`src/histogram_mode_finder_assert.svh`:
```
`ifndef HISTOGRAM_MODE_FINDER_ASSERT_SVH
`define HISTOGRAM_MODE_FINDER_ASSERT_SVH

// Same-cycle implication, checked on i_clk and held off while i_rst_n is low.
`define HMF_ASSERT_NOW(label, ante, cons, msg) \
    label: assert property (@(posedge i_clk) disable iff (!i_rst_n) \
        (ante) |-> (cons)) else $error(msg);

// Next-cycle implication, checked on i_clk and held off while i_rst_n is low.
`define HMF_ASSERT_NEXT(label, ante, cons, msg) \
    label: assert property (@(posedge i_clk) disable iff (!i_rst_n) \
        (ante) |=> (cons)) else $error(msg);

`endif

```
`src/hmf_pkg.sv`:
```
`default_nettype none

package hmf_pkg;

    localparam int BIN_COUNT   = 16384;
    localparam int COUNT_BITS  = 16;
    localparam int ADDR_W      = (BIN_COUNT > 1) ? $clog2(BIN_COUNT) : 1;
    localparam int VALUE_W     = 14;
    localparam int OUT_COUNT_W = 16;

    typedef logic [ADDR_W-1:0]      t_addr;
    typedef logic [COUNT_BITS-1:0]  t_count;
    typedef logic [VALUE_W-1:0]     t_value;
    typedef logic [OUT_COUNT_W-1:0] t_out_count;

    localparam t_count COUNT_MAX = '1;
    localparam t_addr  LAST_ADDR = t_addr'(BIN_COUNT - 1);

    // Control from the sequencer to the running-maximum unit.
    typedef struct packed {
        logic clear;
        logic update;
    } t_best_ctl;

    // Counters wider than the result field saturate at the field maximum.
    function automatic t_out_count sat_out(input t_count c);
        logic [31:0] w;
        begin
            w = 32'(c);
            if (w > 32'(t_out_count'('1))) begin
                return '1;
            end
            return t_out_count'(w);
        end
    endfunction

endpackage

`default_nettype wire

```
`src/hmf_best.sv`:
```
`default_nettype none

module hmf_best (
    input  wire logic               i_clk,
    input  wire logic               i_rst_n,
    input  wire hmf_pkg::t_best_ctl i_ctl,
    input  wire hmf_pkg::t_count    i_count,
    input  wire hmf_pkg::t_addr     i_index,
    output hmf_pkg::t_count         o_best_count,
    output hmf_pkg::t_addr          o_best_index
);

    import hmf_pkg::*;

    `include "histogram_mode_finder_assert.svh"

    t_count r_best_count;
    t_addr  r_best_index;
    logic   w_better;

    // Strictly greater keeps the smallest index on ties, since bins arrive in order.
    assign w_better = i_count > r_best_count;

    always_ff @(posedge i_clk) begin
        if (!i_rst_n || i_ctl.clear) begin
            r_best_count <= '0;
            r_best_index <= '0;
        end else if (i_ctl.update && w_better) begin
            r_best_count <= i_count;
            r_best_index <= i_index;
        end
    end

    assign o_best_count = r_best_count;
    assign o_best_index = r_best_index;

    `HMF_ASSERT_NEXT(a_best_clear, i_ctl.clear,
        (r_best_count == '0) && (r_best_index == '0), "best not cleared")
    `HMF_ASSERT_NEXT(a_best_take, !i_ctl.clear && i_ctl.update && w_better,
        (r_best_index == $past(i_index)) && (r_best_count == $past(i_count)),
        "larger count not taken")
    `HMF_ASSERT_NEXT(a_best_keep, !i_ctl.clear && i_ctl.update && !w_better,
        $stable(r_best_count) && $stable(r_best_index), "tie or smaller count replaced best")

endmodule

`default_nettype wire

```
`config.mk`:
```
export PLATFORM = sky130hd
export DESIGN_NAME = hmf_best
export DESIGN_NICKNAME = d
export VERILOG_FILES = /design/src/hmf_pkg.sv /design/src/hmf_best.sv
export VERILOG_INCLUDE_DIRS = /design/src /design/src/src
export SDC_FILE = /design/constraint.sdc
export NUM_CORES = 1
export LEC_CHECK = 0
export BUFFER_PORTS_ARGS = -buffer_cell sky130_fd_sc_hd__buf_4
export CAP_MARGIN = 20
export CELL_PAD_IN_SITES_DETAIL_PLACEMENT = 0
export CELL_PAD_IN_SITES_GLOBAL_PLACEMENT = 1
export CORE_ASPECT_RATIO = 1.25
export CORE_MARGIN = 2
export CORE_UTILIZATION = 29
export CTS_BUF_LIST = sky130_fd_sc_hd__clkbuf_8
export DETAILED_ROUTE_END_ITERATION = 10
export GPL_TIMING_DRIVEN = 1
export PLACE_DENSITY = 0.66
export REMOVE_ABC_BUFFERS = 1
export SKIP_LAST_GASP = 1
export SYNTH_ARGS = -nofsm -noshare
export SYNTH_HDL_FRONTEND = slang
export SYNTH_SLANG_ARGS = --single-unit
```
`constraint.sdc`:
```
create_clock -name i_clk -period 3.5 [get_ports i_clk]
set_input_delay 1.05 -clock i_clk [delete_from_list [all_inputs] [get_ports i_clk]]
set_output_delay 1.05 -clock i_clk [all_outputs]
set_load 0.02 [all_outputs]
```
* Word-level counts from Yosys, hierarchy flattened
Cells that the tools add are included.
W data, S select, Z words.
** Word-level totals
- Latch bits :: 0
- Logic and storage cells :: 6
- RAM bits :: 0
- Bits in registers :: 30
- Bits in read-only memories :: 0
- Memories kept :: 0
- Output and inout port bits :: 30
** Operators by class
- Magnitude comparators :: 1
- Reductions and logical operators :: 3
- Mux-type cells :: 0
- Add/sub/neg operators :: 0
- Shifts and indexed selects :: 0
- Equal/unequal tests :: 0
- Divide/modulo/power cells :: 0
- Multipliers :: 0
- Bitwise gates (word level) :: 0
** Operators with widths (number)
- $gt A16 B16 Y1 :: 1
- $logic_and A1 B1 Y1 :: 1
- $logic_not A1 Y1 :: 1
- $logic_or A1 B1 Y1 :: 1

* Longest topological paths before layout
Gate-level depths: netlist (run 1).
- Depth in word-level cells :: 2
- Depth in mapped cells :: 8

* Worst setup path after synthesis (run 1)
No wires, ideal clock.
- Kind :: input to register
- Start :: in i_count[15]
- End :: reg r_best_count[10] (netlist: o_best_count[10])
- Slack :: 0.861 ns
- Arrival :: 2.501 ns
- Buffers on the path :: 1
- Stages :: 7
- Path through :: ha_1 -> nand4_2 -> o41a_1 -> buf_6 -> and3_1 -> o31ai_1 -> o221ai_1
** Between the ends
- Cells in the longest elaborated chain, start to end :: 2
** RTL lines
- from (decl) :: RTL line hmf_best.sv:7 : input wire hmf_pkg::t_count i_count,
- $gt A16 B16 Y1 :: RTL line hmf_best.sv:22 : assign w_better = i_count > r_best_count;
- $logic_and A1 B1 Y1 :: RTL line hmf_best.sv:28 : end else if (i_ctl.update && w_better) begin
- to (signal assigned) :: RTL line hmf_best.sv:29 : r_best_count <= i_count;
- to (decl) :: RTL line hmf_best.sv:17 : t_count r_best_count;
Every way passes these cells.
A chain may end at the register's enable or synchronous reset.

* Final worst setup path (run 1)
- Start :: in i_count[15]
- End :: reg r_best_count[2] (netlist: o_best_count[2])
Same word-level chain as after synthesis.

==> reports/qor.txt, run 1 <==
Die H - 102 um
Share of cells above drive strength 1 - 28.8%
Vias in the first global route - 2068
Commonest cells after routing, fill and taps aside - buf_4, nand4_1, nand2_1
Worst-path fanout max - 38
Clock sinks - 30
Initial core utilization - 30.0%
Crit path buffers/inverters - 2
Pre-antenna DRT Iters - 4
CP required - 3.65 ns
Slew @ Worst Pin - 0.700 ns
Vias - 2272
Unrepaired setup endpoints after global routing - false
LEAKAGE - 1.21 nW
Total track usage - 16.1%
Most used cell, CP - buf_4
Worst setup path class - in -> reg
Dpl ws - 0.482 ns
Cell Pwr Density - 327 nW/um^2
Post_cts resized - 0
CP max-delay cell - o41a_2
Antenna cells - 0
Placed insts - 404
Fin crit share - 77.7%
HPWL Detailed - 4140 um
Crit end category - flop
CTS Buffer Depth - 2
Die area - 8320 sq um
Core ar. - 7360 sq um
IO Port Bufs - 63
WP data arrival - 2.87 ns
Routed wire length - 6630 um
Setup violations, final - 0
Largest net degree at the start of global routing - 49
Worst stage delay on the critical path - 0.52 ns
FF-to-FF setup slack - 1.23 ns
CTS tree - yes
Global placement routability congestion - 0.736
Pwr Total - 0.933 mW
Fin util - 38.7%
Worst Setup Start Kind - primary input
Worst-Skew Late Latency - 0.28 ns
# IOs - 64
Wire per inst - 16.1 um
Syn. warnings - 0
Post-synthesis cell area - 2210 sq um
Top Family by Delay on Critical Path - compound AO/OA/AOI/OAI gates
Crit path time final - 2.72 ns
Initial antenna violation count - 0
DRC Markers - 0
Post-CTS Setup Bufs - 0
Layout area overhead - 29.2%
First-pass GRT wire length - 10500 um
Fin nets - 369
Via/cell ratio - 5.53
Hold Crit Class - reg -> reg
Hold buffer count at cts - 0
Initial drt markers - 125
Slew headroom - 53.4%
Cells after Synth - 273
Max frequency - 368 MHz
Num rows - 35
CTS Root Cell - clkbuf_8
Final Slew Violations - 0
Total CTS buffers - 5
#FFs+latches synth - 30
Register area share after synthesis - 27.2%
Post-synth cell types - 27
Post-Syn Area per Cell - 8.08 sq um
H-tree Lvls - 2
Die Width - 82.0 um
Status - completed
Finished Layout Cells - 411
Max-cap violations - 0
Worst Setup Slack, final - 0.779 ns
Reg clk slew, reported paths - 0.07 ns
VDD IR max - 131 uV
GR Overflow Total - 0
Cells along the critical path - buf_4, ha_1, nand4_2, o41a_2, buf_4, and3_1, o31ai_1, o221ai_1
Commonest non-fill, non-tap cell in the layout - buf_4
Hold Fails Final Rpt - 0
Worst Skew - 0.00710 ns
Final antenna-violating net count - 0
[registers in the layout, indices dropped and copies added, names as in the netlist]
register,cells
o_best_count,16
o_best_index,14
[path summary, 6_finish.rpt]
path	startpoint	to	depth (start not counted)
min	o_best_index[11]	o_best_index[11]	2
min reg2reg	o_best_index[11]	o_best_index[11]	2
max	i_count[15]	o_best_count[2]	8
max reg2reg	o_best_count[15]	o_best_count[2]	8
[tightest hold or removal path: cells and delay by family (launching register included)]
family / cells / cell delay, ns
AOI/OAI and AO/OA: 1 / 0.08
DFF: 1 / 0.33
and+or+nand+nor: 1 / 0.07
[power breakdown]
part,switching [mW],internal (mW)
Combinational,0.116,0.0810
Clock,0.142,0.228
Sequential,0.0116,0.354
[per-stage QoR]
step / TNS (ns) / area, sq um / hold slack (ns)
after floorplan: -23.38 / 2040 / 0.598
after global placement: 0 / 2740 / 0.515
after detailed placement: 0 / 2740 / 0.520
after CTS: 0 / 2850 / 0.531
after global routing: 0 / 2850 / 0.549
final: 0 / 2850 / 0.529
[synthesized netlist by cell type]
cell,n,area (sq um)
and3_1,30,188
o21ai_0,1,5.00
nand2_1,33,124
buf_6,4,45.0
or2_2,1,6.26
nand4_2,1,12.5
nor2b_1,2,12.5
a21bo_2,1,10.0
inv_1,16,60.1
o21a_1,1,7.51
nand3_1,1,5.00
o31ai_1,30,225
ha_1,16,200
a21o_1,1,7.51
o221ai_1,25,219
o41a_1,1,11.3
nand4_1,33,206
or3_1,1,6.26
clkbuf_1,25,93.8
buf_2,3,15.0
a21oi_2,1,8.76
buf_4,2,15.0
dfxtp_1,30,601
o221ai_2,5,75.1
a21oi_1,7,35.0
nor2_1,1,3.75
o211ai_1,1,7.51
[kinds of logic after synthesis]
| family | Yosys count | share of synthesized area, % |
|---|---|---|
| AOI/OAI and AO/OA | 74 | 27.7 |
| adders and majority gates | 16 | 9.08 |
| buffers and inverters | 50 | 10.4 |
| DFF | 30 | 27.2 |
| and+or+nand+nor | 103 | 25.6 |
[cell type report]
type / count / area, sq um
clock buffers: 6 / 82.6
clock inverters: 1 / 30.0
fillers: 775 / 4510
inverters: 16 / 60.1
multi-input cells: 193 / 1390
flip-flops and latches: 30 / 601
well taps: 92 / 115
repair buffers: 73 / 573
[per-layer routing]
layer,share of wire [%],GRT usage (%),vias up,wire [um]
li1,-,-,1156,-
met1,46,21.8,1059,3050
met2,49,26.5,51,3220
met3,4.5,2.85,6,300
met4,0.88,3.46,0,58
met5,0,0,-,0
No activity file was read; power rests on OpenSTA's default activity.
==> run 2, diff against run 1 <==
--- a/config.mk
+++ b/config.mk
@@ -16,7 +16,7 @@
 export CTS_BUF_LIST = sky130_fd_sc_hd__clkbuf_8
 export DETAILED_ROUTE_END_ITERATION = 10
 export GPL_TIMING_DRIVEN = 1
-export PLACE_DENSITY = 0.66
+export PLACE_DENSITY = 0.69
 export REMOVE_ABC_BUFFERS = 1
 export SKIP_LAST_GASP = 1
 export SYNTH_ARGS = -nofsm -noshare
==> constraint.sdc (replaced) <==
create_clock -name i_clk -period 2.3 [get_ports i_clk]
set_input_delay 0.69 -clock i_clk [delete_from_list [all_inputs] [get_ports i_clk]]
set_output_delay 0.69 -clock i_clk [all_outputs]
set_load 0.02 [all_outputs]
==> reports/qor.txt, run 2 (synthesis gave the netlist of run 1 again) <==
Cells along the critical path - buf_4, ha_1, nand4_1, o41a_4, buf_12, and3_1, o31ai_1, o221ai_2
Combinational group share of total power - 23.0% (+1.8 points)
Hold buffer count at cts - 0 (unchanged)
Via/cell ratio - 5.60 (+1.3%)
Worst-path fanout max - 35 (-7.9%)
HPWL Detailed - 4440 um (+7.2%)
GR Overflow Total - 0 (unchanged)
Worst-Skew Late Latency - 0.29 ns (about the same)
Post-CTS Setup Bufs - 0 (unchanged)
Commonest cells after routing, fill and taps aside - buf_4, nand4_1, nand2_1, and3_1, dfxtp_1
Pwr Total - 1.46 mW (+57%)
VDD IR max - 197 uV (+51%)
Largest register FFs - 16 (unchanged)
Fin util - 41.1% (+2.3 points)
CP max-delay cell - o41a_4
IO Port Bufs - 63 (unchanged)
Max-cap violations - 0 (unchanged)
Hold slack - 0.532 ns (+0.00318 ns)
Worst Setup Start Kind - primary input
Share of cells above drive strength 1 - 32.5% (+3.7 points)
Total CTS buffers - 5 (unchanged)
Vias in the first global route - 2328 (+13%)
Top Family by Delay on Critical Path - compound AO/OA/AOI/OAI gates
Core ar. - 7360 sq um (unchanged)
Largest net degree at the start of global routing - 91 (+86%)
Global placement routability congestion - 0.774 (+5.2%)
Crit end category - flop
Num rows - 35 (unchanged)
Worst Setup Slack, final - 0.0598 ns (-0.719 ns)
H-tree Lvls - 2 (unchanged)
Die area - 8320 sq um (unchanged)
Setup violations, final - 0 (unchanged)
Area occupied by multi-input gates - 1400 sq um (+0.99%)
Routed wire length - 6820 um (+2.9%)
First-pass GRT wire length - 11200 um (+6.4%)
Worst stage delay on the critical path - 0.53 ns (about the same)
Layout area overhead - 37.0%
Clock sinks - 30 (unchanged)
Vias - 2390 (+5.2%)
Reg clk slew, reported paths - 0.07 ns (about the same)
Sw Share - 29.0% (+0.095 points)
Post-DP Area - 2900 sq um (+5.8%)
LEAKAGE - 1.30 nW (+7.3%)
Slew @ Worst Pin - 0.350 ns (-0.350 ns)
WP data arrival - 2.40 ns (-0.47 ns)
# IOs - 64 (unchanged)
Antenna cells - 0 (unchanged)
Slew headroom - 76.7% (+23 points)
Int Power - 1.04 mW (+57%)
Initial core utilization - 30.0% (unchanged)
Fin crit share - 97.4%
Commonest non-fill, non-tap cell in the layout - buf_4
Reg power frac - 38.1% (-1.1 points)
Max frequency - 446 MHz
DRC Markers - 0 (unchanged)
Worst Skew - 0.00452 ns (-0.00258 ns)
Hold Crit Class - reg -> reg
Number of fill cells - 786 (+1.4%)
Die H - 102 um (unchanged)
Final antenna-violating net count - 0 (unchanged)
Clk pwr share - 38.9% (-0.7 points)
Net Switching - 0.425 mW (+57%)
Setup TNS - 0 ns (unchanged)
Post_cts resized - 0 (unchanged)
Dpl ws - -0.266 ns (-0.747 ns)
Worst setup path class - in -> reg
Pre-antenna DRT Iters - 6 (+2)
Cell Pwr Density - 484 nW/um^2 (+48%)
Initial drt markers - 128 (+2.4%)
Hold Fails Final Rpt - 0 (unchanged)
Placed insts - 420 (+4.0%)
Die Width - 82.0 um (unchanged)
Finished Cell Area - 3020 sq um (+6.0%)
Status - completed
Unrepaired setup endpoints after global routing - true
Total track usage - 17.0% (+0.89 points)
CTS tree - yes
Final Slew Violations - 0 (unchanged)
CTS Root Cell - clkbuf_8
Finished Layout Cells - 427 (+3.9%)
Crit path time final - 2.24 ns
Register area - 601 sq um (unchanged)
CTS Buffer Depth - 2 (unchanged)
CP required - 2.46 ns (-1.19 ns)
Fin nets - 385 (+4.3%)
Wire per inst - 16.0 um (-0.92%)
Crit path buffers/inverters - 2 (unchanged)
Initial antenna violation count - 0 (unchanged)
==> run 2: cell types whose count changed in the layout (fill, tap and decap cells not counted) <==
cell	before	now
buf_4	71	84
o41a_2	1	0
o31ai_2	0	1
o41a_4	0	1
buf_12	2	5
o31ai_1	30	29
==> run 2: power by group through the flow <==
stage	Sequential [mW]	Combinational (mW)	Clock (mW)
after global routing	0.560	0.370	0.604
final	0.557	0.336	0.569
after floorplan	0.588	0.135	0
after CTS	0.557	0.336	0.584
after detailed placement	0.569	0.336	0
after global placement	0.569	0.333	0
==> run 2: final timing paths <==
| check | depth (start not counted) | slack [ns] | endpoint | from |
|---|---|---|---|---|
| worst min-delay path | 2 | 0.53 | o_best_index[5] | o_best_index[5] |
| worst min register to register | 2 | 0.53 | o_best_index[5] | o_best_index[5] |
| worst max register to register | 8 | 0.11 | o_best_index[11] | o_best_count[11] |
| worst max-delay path | 8 | 0.06 | o_best_index[11] | i_count[9] |
==> run 2: area by class of cell <==
class	instances	area share, %
multi-input cells	193	46.4
inverters	16	1.99
clock buffers	6	2.73
repair buffers	89	24.2
flip-flops and latches	30	19.9
clock inverters	1	0.994
well taps	92	3.81
==> run 2: layer usage <==
layer | wire length [um] | global-route usage [%] | vias up
met5 | 0 | 0 | -
met4 | 97 | 5.38 | 0
met3 | 420 | 4.01 | 8
met2 | 3250 | 27.8 | 71
met1 | 3060 | 21.9 | 1128
li1 | - | - | 1183
==> run 2: worst min-delay path: stages (launching register included) <==
cell and delay, ns:
dfxtp_1 0.33, nand2_1 0.06, o221ai_1 0.09
==> run 3, diff against run 2 <==
--- a/config.mk
+++ b/config.mk
@@ -6,6 +6,7 @@
 export SDC_FILE = /design/constraint.sdc
 export NUM_CORES = 1
 export LEC_CHECK = 0
+export ABC_AREA = 1
 export BUFFER_PORTS_ARGS = -buffer_cell sky130_fd_sc_hd__buf_4
 export CAP_MARGIN = 20
 export CELL_PAD_IN_SITES_DETAIL_PLACEMENT = 0
@@ -15,8 +16,9 @@
 export CORE_UTILIZATION = 29
 export CTS_BUF_LIST = sky130_fd_sc_hd__clkbuf_8
 export DETAILED_ROUTE_END_ITERATION = 10
+export GPL_ROUTABILITY_DRIVEN = 0
 export GPL_TIMING_DRIVEN = 1
-export PLACE_DENSITY = 0.69
+export PLACE_DENSITY = 0.7
 export REMOVE_ABC_BUFFERS = 1
 export SKIP_LAST_GASP = 1
 export SYNTH_ARGS = -nofsm -noshare
==> reports/qor.txt, run 3 <==
Status - completed
Finished Layout Cells - 419 (-1.9%)
Final Slew Violations - 0 (unchanged)
Post-synth cell types - 16 (-41%)
R2R depth - 9 (+1)
Worst stage delay on the critical path - 0.32 ns (-0.21 ns)
Commonest non-fill, non-tap cell in the layout - buf_4
First-pass GRT wire length - 7510 um (-33%)
Cell Pwr Density - 543 nW/um^2 (+12%)
Layout area overhead - 34.4%
Max-cap violations - 0 (unchanged)
CP max-delay cell - ha_1
Post-CTS Setup Bufs - 0 (unchanged)
CP required - 2.48 ns (+0.02 ns)
Total CTS buffers - 5 (unchanged)
Slew headroom - 77.4% (+0.72 points)
Max frequency - 528 MHz (+18%)
Num rows - 33 (-5.7%)
HPWL Detailed - 3040 um (-31%)
Largest net degree at the start of global routing - 31 (-66%)
Reg clk slew, reported paths - 0.07 ns (about the same)
FF-to-FF setup slack - 0.53 ns (+0.42 ns)
Initial drt markers - 34 (-73%)
Top cell type's share of synthesized area - 30.7% (+3.4 points)
Die Width - 77.5 um (-5.5%)
Pre-antenna DRT Iters - 4 (-2)
Antenna cells - 0 (unchanged)
Placed insts - 411 (-2.1%)
Commonest cells after routing, fill and taps aside - buf_4, inv_1, nand2_1, a21oi_1, nor2_1
CTS Buffer Depth - 2 (unchanged)
Share of cells above drive strength 1 - 34.3% (+1.8 points)
Worst Skew - 0.00600 ns (+0.00149 ns)
Initial antenna violation count - 0 (unchanged)
WP data arrival - 2.07 ns (-0.33 ns)
GR Overflow Total - 0 (unchanged)
Fin crit share - 82.3% (-15 points)
Setup TNS - 0 ns (unchanged)
Final antenna-violating net count - 0 (unchanged)
Largest register FFs - 16 (unchanged)
DRC Markers - 0 (unchanged)
Cells along the critical path - buf_4, ha_1, a21oi_1, nand2_1, a21oi_1, nand2_2, buf_4, a21oi_1, nor2_1
Post-DP Area - 2540 sq um (-12%)
Syn. warnings - 0 (unchanged)
Vias in the first global route - 1652 (-29%)
Most used cell, CP - a21oi_1
Top post-synthesis cells by count - inv_1, nand2_1, a21oi_1
Clock sinks - 30 (unchanged)
Worst setup path class - in -> reg
Register area share after synthesis - 30.7% (+3.4 points)
Primary FF master, synth - dfxtp_1
# IOs - 64 (unchanged)
IO Port Bufs - 63 (unchanged)
Setup violations, final - 0 (unchanged)
Worst Setup Start Kind - primary input
Worst-Skew Late Latency - 0.28 ns (about the same)
Hold buffer count at cts - 0 (unchanged)
Hold Crit Class - reg -> reg
Routed wire length - 4220 um (-38%)
Worst Hold Launch - o_best_index[13]
Hold slack - 0.489 ns (-0.0434 ns)
Hold Fails Final Rpt - 0 (unchanged)
Ranking of synthesized cells by area - dfxtp_1, nand3_2, ha_1
VDD IR max - 222 uV (+12%)
Yosys top cell by area - dfxtp_1
Vias - 1755 (-27%)
Crit path time final - 1.89 ns (-0.348 ns)
Initial core utilization - 29.8% (-0.14 points)
RR Endpoint - o_best_count[3]
Count leader, synth - inv_1
Cells after Synth - 269 (-1.5%)
Worst-path fanout max - 12 (-66%)
Total track usage - 12.8% (-4.2 points)
Via/cell ratio - 4.19 (-25%)
Die H - 95.9 um (-5.5%)
Asr flop ratio synth - 0% (unchanged)
CTS Root Cell - clkbuf_8
Fin nets - 381 (-1.0%)
Post-synth EDFFs - 0 (unchanged)
Reg-to-Reg Start - o_best_count[11]
Worst Hold Depth - 2 (unchanged)
Die area - 7430 sq um (-11%)
Fin util - 40.1% (-0.95 points)
Hold Crit Endpoint - o_best_index[13]
Finished Cell Area - 2630 sq um (-13%)
CTS tree - yes
Wire per inst - 10.1 um (-37%)
Post_cts resized - 0 (unchanged)
LEAKAGE - 1.29 nW (-0.81%)
Slew @ Worst Pin - 0.339 ns (-0.0109 ns)
H-tree Lvls - 2 (unchanged)
Post-Syn Area per Cell - 7.28 sq um (-9.9%)
#FFs+latches synth - 30 (unchanged)
Crit end category - flop
Post-synthesis cell area - 1960 sq um (-11%)
Unrepaired setup endpoints after global routing - false
Core ar. - 6570 sq um (-11%)
-- run 3: power by group --
part	switching, mW	total, mW	leakage (nW)	internal, mW
logic	0.220	0.407	1.00	0.187
registers	0.0181	0.564	0.245	0.546
clock network	0.219	0.459	0.0472	0.240
-- run 3: final cells by class --
class | count | area (sq um)
fill | 696 | 3930
tap | 87 | 109
multi-input combinational | 172 | 1040
clock buffer | 6 | 82.6
inverter | 51 | 191
clock inverter | 2 | 12.5
sequential | 30 | 601
timing repair buffer | 71 | 596
-- run 3: layer usage --
metal | up-vias | routed length, um | GRT usage [%]
li1 | 954 | - | -
met1 | 751 | 1980 | 15.8
met2 | 44 | 1910 | 20.9
met3 | 6 | 257 | 3.66
met4 | 0 | 76 | 5.36
met5 | - | 0 | 0
-- run 3: cells by family (layout without fill, tap and decap cells) --
family / count (synthesis) / after routing / share of synthesized area (%)
compound gates: 39 / 39 / 10.2
fa+ha+maj: 16 / 16 / 10.2
buf+inv: 67 / 130 / 16.5
flops: 30 / 30 / 30.7
simple gates: 117 / 117 / 32.4
-- run 3: per-stage QoR --
| stage | total power [mW] | setup WS (ns) |
|---|---|---|
| floorplan | 0.820 | -0.730 |
| global placement | 0.986 | 0.122 |
| detailed placement | 0.989 | 0.0889 |
| CTS | 1.46 | 0.395 |
| global route | 1.54 | 0.254 |
| finish | 1.43 | 0.408 |
-- run 3: worst max-delay path, delay by kind of cell --
kind | cells | cell delay (ns)
AO/OA/AOI/OAI | 3 | 0.46
buffers and inverters | 2 | 0.33
adder cells (fa/ha/maj) | 1 | 0.32
AND/OR/NAND/NOR | 3 | 0.28
-- run 3: worst max path at each step --
stage                 from               to  slack (ns)  cells after the start
6_report       i_count[11]  o_best_count[3]        0.41                      9
5_1_grt        i_count[15]  o_best_count[3]        0.25                     12
3_5_place_dp   i_count[11]  o_best_count[3]        0.09                      9
4_1_cts        i_count[11]  o_best_count[3]        0.39                      9
3_3_place_gp   i_count[11]  o_best_count[3]        0.12                      9
2_1_floorplan  i_count[15]  o_best_count[0]       -0.73                      7
